<file path="config.mk">
export PLATFORM = sky130hd
export DESIGN_NAME = sebt_ctrl
export DESIGN_NICKNAME = d
export VERILOG_FILES = /design/src/hdl/sebt_pkg.sv /design/src/hdl/sebt_ctrl.sv
export SDC_FILE = /design/constraint.sdc
export NUM_CORES = 1
export LEC_CHECK = 0
export BUFFER_PORTS_ARGS = -buffer_cell sky130_fd_sc_hd__buf_4
export CAP_MARGIN = 0
export CORE_MARGIN = 2
export CORE_UTILIZATION = 44
export CTS_BUF_LIST = sky130_fd_sc_hd__clkbuf_4 sky130_fd_sc_hd__clkbuf_8 sky130_fd_sc_hd__clkbuf_16
export DETAILED_ROUTE_END_ITERATION = 7
export PLACE_DENSITY = 0.73
export REMOVE_ABC_BUFFERS = 1
export SLEW_MARGIN = 15
export SYNTH_ARGS = -nofsm -noshare
export SYNTH_HDL_FRONTEND = slang
export SYNTH_SLANG_ARGS = --single-unit
</file>
<file path="constraint.sdc">
create_clock -name aclk -period 1.4 [get_ports aclk]
set_input_delay 0.35 -clock aclk [delete_from_list [all_inputs] [get_ports aclk]]
set_output_delay 0.35 -clock aclk [all_outputs]
set_load 0.1 [all_outputs]
</file>
<file path="src/hdl/sebt_pkg.sv">
// Shared types, constants and helper functions of the seasonal baseline tracker.
// Used by the controller, the datapath and the top level; depends on nothing.
`timescale 1ns / 1ps

package sebt_pkg;

    localparam int VALUE_WIDTH = 32;
    localparam int FRAC_BITS   = 16;
    localparam int HOUR_SLOTS  = 24;
    localparam int DAY_SLOTS   = 7;
    localparam int WEEK_SLOTS  = 53;
    localparam int HOUR_AW     = 5;
    localparam int DAY_AW      = 3;
    localparam int WEEK_AW     = 6;
    localparam int SEEN_W      = 4;
    localparam logic [SEEN_W-1:0] SEEN_MAX = 4'd10;
    localparam logic [16:0] RATE_ONE = 17'd65536;

    // Slot word: mean, spread, count.
    localparam int WORD_W = 2 * VALUE_WIDTH + SEEN_W;

    // Shared multiplier and accumulator sizes.
    localparam int MUL_W  = 34;
    localparam int PROD_W = 2 * MUL_W;
    localparam int ACC_W  = 84;
    localparam int RAD_W  = 68;
    localparam int ROOT_W = RAD_W / 2;
    localparam int SQ_STEPS = ROOT_W;

    localparam logic [1:0] TBL_HOUR = 2'd0;
    localparam logic [1:0] TBL_DAY  = 2'd1;
    localparam logic [1:0] TBL_WEEK = 2'd2;
    localparam logic [1:0] TBL_NONE = 2'd3;

    localparam logic CMD_OBSERVE = 1'b0;
    localparam logic CMD_QUERY   = 1'b1;

    localparam logic [1:0] ST_OK      = 2'd0;
    localparam logic [1:0] ST_ABSENT  = 2'd1;
    localparam logic [1:0] ST_BAD_CTX = 2'd2;

    localparam logic [1:0] CFG_SENSITIVITY   = 2'd0;
    localparam logic [1:0] CFG_LEARNING_RATE = 2'd1;

    localparam logic [3:0] OP_NONE    = 4'd0;
    localparam logic [3:0] OP_CAPTURE = 4'd1;
    localparam logic [3:0] OP_READ    = 4'd2;
    localparam logic [3:0] OP_LOAD    = 4'd3;
    localparam logic [3:0] OP_STEP    = 4'd4;
    localparam logic [3:0] OP_SS      = 4'd5;
    localparam logic [3:0] OP_SB0     = 4'd6;
    localparam logic [3:0] OP_SB1     = 4'd7;
    localparam logic [3:0] OP_MM      = 4'd8;
    localparam logic [3:0] OP_MA0     = 4'd9;
    localparam logic [3:0] OP_MA1     = 4'd10;
    localparam logic [3:0] OP_SQINIT  = 4'd11;
    localparam logic [3:0] OP_SQ      = 4'd12;
    localparam logic [3:0] OP_WRITE   = 4'd13;
    localparam logic [3:0] OP_QOUT    = 4'd14;

    typedef struct packed {
        logic        command;
        logic [31:0] sample_value;
        logic [4:0]  hour_of_day;
        logic [2:0]  day_of_week;
        logic [5:0]  week_of_year;
        logic [1:0]  context_req;
    } in_item_t;

    typedef struct packed {
        logic [31:0] mean_out;
        logic [31:0] deviation_out;
        logic [31:0] threshold;
        logic [16:0] confidence;
        logic [1:0]  status;
    } out_item_t;

    typedef struct packed {
        logic [3:0] op;
        logic [1:0] tbl;
    } dp_cmd_t;

    typedef struct packed {
        logic [2:0] key_ok;
        logic       is_query;
        logic [1:0] ctx;
        logic       sq_done;
        logic       out_busy;
    } dp_status_t;

    // Count over ten in Q1.16, rounded to nearest.
    function automatic logic [16:0] confidence_of(input logic [SEEN_W-1:0] seen);
        logic [16:0] c;
        unique case (seen)
            4'd0:    c = 17'd0;
            4'd1:    c = 17'd6554;
            4'd2:    c = 17'd13107;
            4'd3:    c = 17'd19661;
            4'd4:    c = 17'd26214;
            4'd5:    c = 17'd32768;
            4'd6:    c = 17'd39322;
            4'd7:    c = 17'd45875;
            4'd8:    c = 17'd52429;
            4'd9:    c = 17'd58982;
            default: c = 17'd65536;
        endcase
        return c;
    endfunction

endpackage

</file>
<file path="src/hdl/sebt_ctrl.sv">
// Sequencing state machine of the seasonal baseline tracker.
// Issues datapath commands from sebt_pkg and reacts to datapath status.
`timescale 1ns / 1ps

module sebt_ctrl
    import sebt_pkg::*;
(
    input  logic       aclk,
    input  logic       aresetn,
    input  logic       s_valid,
    output logic       s_ready,
    output dp_cmd_t    cmd,
    input  dp_status_t sts
);

    localparam logic [3:0] S_IDLE   = 4'd0;
    localparam logic [3:0] S_DISP   = 4'd1;
    localparam logic [3:0] S_READ   = 4'd2;
    localparam logic [3:0] S_LOAD   = 4'd3;
    localparam logic [3:0] S_STEP   = 4'd4;
    localparam logic [3:0] S_SS     = 4'd5;
    localparam logic [3:0] S_SB0    = 4'd6;
    localparam logic [3:0] S_SB1    = 4'd7;
    localparam logic [3:0] S_MM     = 4'd8;
    localparam logic [3:0] S_MA0    = 4'd9;
    localparam logic [3:0] S_MA1    = 4'd10;
    localparam logic [3:0] S_SQINIT = 4'd11;
    localparam logic [3:0] S_SQ     = 4'd12;
    localparam logic [3:0] S_WRITE  = 4'd13;
    localparam logic [3:0] S_QREAD  = 4'd14;
    localparam logic [3:0] S_QOUT   = 4'd15;

    logic [3:0] state_reg, state_next;
    logic [1:0] tbl_reg, tbl_next;

    // First table at or after t whose key is in range, or none.
    function automatic logic [1:0] next_tbl(input logic [1:0] t, input logic [2:0] ok);
        logic [1:0] r;
        r = TBL_NONE;
        if (t <= TBL_WEEK && ok[2]) r = TBL_WEEK;
        if (t <= TBL_DAY  && ok[1]) r = TBL_DAY;
        if (t == TBL_HOUR && ok[0]) r = TBL_HOUR;
        return r;
    endfunction

    assign s_ready = (state_reg == S_IDLE);

    always_comb begin
        state_next = state_reg;
        tbl_next   = tbl_reg;
        cmd.op     = OP_NONE;
        cmd.tbl    = tbl_reg;
        unique case (state_reg)
            S_IDLE: begin
                if (s_valid) begin
                    cmd.op     = OP_CAPTURE;
                    state_next = S_DISP;
                end
            end
            S_DISP: begin
                if (sts.is_query) begin
                    tbl_next   = sts.ctx;
                    state_next = (sts.ctx == TBL_NONE) ? S_QOUT : S_QREAD;
                end else begin
                    tbl_next   = next_tbl(TBL_HOUR, sts.key_ok);
                    state_next = (next_tbl(TBL_HOUR, sts.key_ok) == TBL_NONE) ? S_IDLE : S_READ;
                end
            end
            S_READ:   begin cmd.op = OP_READ;   state_next = S_LOAD;   end
            S_LOAD:   begin cmd.op = OP_LOAD;   state_next = S_STEP;   end
            S_STEP:   begin cmd.op = OP_STEP;   state_next = S_SS;     end
            S_SS:     begin cmd.op = OP_SS;     state_next = S_SB0;    end
            S_SB0:    begin cmd.op = OP_SB0;    state_next = S_SB1;    end
            S_SB1:    begin cmd.op = OP_SB1;    state_next = S_MM;     end
            S_MM:     begin cmd.op = OP_MM;     state_next = S_MA0;    end
            S_MA0:    begin cmd.op = OP_MA0;    state_next = S_MA1;    end
            S_MA1:    begin cmd.op = OP_MA1;    state_next = S_SQINIT; end
            S_SQINIT: begin cmd.op = OP_SQINIT; state_next = S_SQ;     end
            S_SQ: begin
                cmd.op = OP_SQ;
                if (sts.sq_done) state_next = S_WRITE;
            end
            S_WRITE: begin
                cmd.op = OP_WRITE;
                if (tbl_reg == TBL_WEEK) begin
                    state_next = S_IDLE;
                end else begin
                    tbl_next   = next_tbl(tbl_reg + 2'd1, sts.key_ok);
                    state_next = (next_tbl(tbl_reg + 2'd1, sts.key_ok) == TBL_NONE)
                                 ? S_IDLE : S_READ;
                end
            end
            S_QREAD: begin cmd.op = OP_READ; state_next = S_QOUT; end
            S_QOUT: begin
                // The result register must be free before a new request lands in it.
                if (!sts.out_busy) begin
                    cmd.op     = OP_QOUT;
                    state_next = S_IDLE;
                end
            end
            default: state_next = S_IDLE;
        endcase
    end

    always_ff @(posedge aclk) begin
        if (!aresetn) begin
            state_reg <= S_IDLE;
            tbl_reg   <= TBL_HOUR;
        end else begin
            state_reg <= state_next;
            tbl_reg   <= tbl_next;
        end
    end

endmodule

</file>
==> impl_metrics.py <==
metrics = {
    "yosys": {
        "synth_area_um2": 583,
        "synth_seq_cells": 6,
        "syn_area_per_cell_um2": 7.48,
        "yosys_warnings": 0,
        "synthDistinctLibCells": 37,
        "synth_edf_count": 0,
        "synthArstFlopShare": 0,
        "ys.flop_type": "dfxtp_1",
        "synthCells": 78,
        "ys_seq_area_frac": 0.206,
    },
    "clocking": {
        "cts.sinks": 6,
        "clock_path_buffers": 2,
        "cts_made_buffers": 3,
        "cts_tree": "built",
        "cts_hold_buf": 0,
        "clock-root-buffer": "clkbuf_4",
        "clk_pin_slew_ns": 0.05,
        "htree_levels": 1,
        "worstSkewPairLatency_ns": 0.24,
    },
    "global_routing": {
        "grt_use_total": 0.254,
        "grt_pass1_vias": 646,
        "antenna_found_initial": 0,
        "grt_pass1_wl_um": 2740,
        "grt.overflow.total": 0,
        "grt_max_degree": 16,
    },
    "sta": {
        "finalMaxSlewViolations": 0,
        "period_share": 1.21,
        "setup_viol": 6,
        "setup_ws_ns": -0.295,
        "holdWs_ns": 0.381,
        "worst_clock_skew_ns": 0.00109,
        "relSlewSlack": 0.778,
        "tightestPinTransition_ns": 0.332,
        "fmax_mhz": 590,
        "rsz0062_at_grt": "yes",
        "finalHoldViolations": 0,
        "post-route-min-period_ns": 1.69,
    },
    "layout": {
        "nets": 128,
        "area_growth_pct": 87.1,
        "final_common_cell": "buf_4",
        "final_cells": 127,
        "largest_reg_flops": 4,
        "layout-drive-gt1-share": 0.589,
        "diodes": 0,
        "mostFrequentLayoutCells": "23 x buf_4, 8 x buf_6, 6 x nand2_1",
    },
    "flow_run": {
        "maxCapViolations": 0,
    },
    "drt": {
        "drt-wirelength-per-cell_um": 16.0,
        "dr.first_iter.drc_count": 18,
        "drc_errors": 0,
        "drtPass1Iterations": 4,
        "totalWireLength_um": 2040,
        "antenna_left": 0,
        "via_per_inst": 6.07,
        "via_count": 771,
    },
    "worst_setup_path": {
        "start_kind": "flop",
        "endpoint_kind": "output pin",
        "crit_path_max_fanout": 4,
        "r2r-start": "tbl_reg[1]",
        "endpoint": "cmd[2]",
        "r2r_cells": 6,
        "worstPathArrival_ns": 1.34,
        "r2r-end": "tbl_reg[1]",
        "crit_type": "flop to output pin",
        "cp-startpoint": "state_reg[1]",
        "cp_data_required_time_ns": 1.05,
        "regToRegSetupSlack_ns": -0.01,
    },
    "die": {
        "dieWidth_um": 40.4,
        "die_y_um": 40.4,
        "io_pins": 18,
        "fp.coreArea_mm2": 0.00127,
        "rows": 13,
        "fp.dieArea_mm2": 0.00163,
        "start_util": 0.460,
    },
    "placement": {
        "placedCellCount": 117,
        "gp_congestion": 0.775,
        "numPortBuffers": 17,
        "dp_hpwl_um": 1160,
    },
    "power_and_ir_drop": {
        "pwr-share-seq": 0.164,
        "p_leak_nw": 0.444,
        "ir_drop_mv": 0.854,
        "power.switching_w": 0.000735,
        "total_power_w": 0.00145,
        "p_clk_frac": 0.114,
        "pwr-share-comb": 0.721,
        "switching_share": 0.506,
        "p_per_area_mw_per_mm2": 1330,
        "p_int_w": 0.000718,
    },
    "outcome": {
        "outcome": "finished with violations",
        "violations": "negative setup slack",
    },
    "min_path": {
        "hp-class": "primary input to flop",
    },
}
-- cells in the mapped netlist, drive strengths merged, types with 2 or more instances --
cell / number / area [µm²]
o21ai: 7 / 35.0
nor4: 2 / 12.5
nand2b: 2 / 12.5
dfxtp: 6 / 120
nor3: 2 / 10.0
inv: 5 / 18.8
a21oi: 6 / 33.8
ha: 3 / 37.5
a31oi: 3 / 18.8
nor2: 5 / 18.8
nand3: 3 / 15.0
nor2b: 4 / 25.0
buf: 5 / 38.8
nand2: 6 / 22.5
-- worst min-delay path by stage --
| stage | depth (start not counted) | to | slack [ns] | start |
|---|---|---|---|---|
| CTS | 2 | state_reg[1] | 0.37 | aresetn |
| finish | 2 | state_reg[1] | 0.38 | aresetn |
| floorplan | 1 | state_reg[2] | 0.47 | aresetn |
| global route | 2 | state_reg[2] | 0.38 | aresetn |
| global placement | 3 | tbl_reg[1] | 0.61 | tbl_reg[1] |
| detailed placement | 3 | tbl_reg[1] | 0.61 | tbl_reg[1] |
-- final cells by class --
cell class,count,area [µm²]
clock buffer,3,22.5
fill,78,178
inverter,5,21.3
multi-input combinational,62,538
sequential,6,133
tap,15,18.8
timing repair buffer,36,358
-- power by group through the flow --
stage | combinational, W | clock (W) | sequential (W)
detailed placement | 0.000763 | 0 | 0.000224
global placement | 0.000753 | 0 | 0.000222
CTS | 0.000954 | 0.000168 | 0.000231
global route | 0.00110 | 0.000185 | 0.000239
floorplan | 0.000443 | 0 | 0.000321
finish | 0.00105 | 0.000166 | 0.000239
-- critical path, stage by stage, from the launching register on --
cell	delay (ns)
dfxtp_2	0.32
or3_4	0.42
o21ai_4	0.16
buf_12	0.19
-- routing by layer --
metal	track usage	vias up	routed length [µm]
met4	0.0750	0	56
met1	0.275	371	769
met5	0	-	0
met2	0.508	27	1140
li1	-	364	-
met3	0.0167	9	75
-- logic make-up (layout without fill, tap and decap cells) --
group / after synthesis / count (layout) / share of synthesized area
simple gates: 30 / 30 / 0.281
buf+inv: 10 / 44 / 0.0987
compound gates: 28 / 28 / 0.333
mux: 1 / 1 / 0.0172
fa+ha+maj: 3 / 3 / 0.0644
flops: 6 / 6 / 0.206
-- per-stage QoR --
| stage | setup WS, ns | util | setup TNS [ns] | instance area [µm²] |
|---|---|---|---|---|
| 6_report | -0.295 | 0.860 | -1.00 | 1090 |
| 5_1_grt | -0.325 | 0.860 | -1.30 | 1090 |
| 4_1_cts | -0.274 | 0.781 | -1.04 | 991 |
| 3_5_place_dp | -0.0992 | 0.615 | -0.335 | 781 |
| 3_3_place_gp | -0.0622 | 0.615 | -0.213 | 781 |
| 2_1_floorplan | -1.19 | - | -7.77 | 544 |
-- repair_timing --
action | 4_1_cts | 5_1_grt
pin swaps | 7 | 10
resized for setup | 38 | 18
setup buffers | 4 | 3
setup endpoints to repair | 7 | 9
Power figures use the tool's default switching activity.
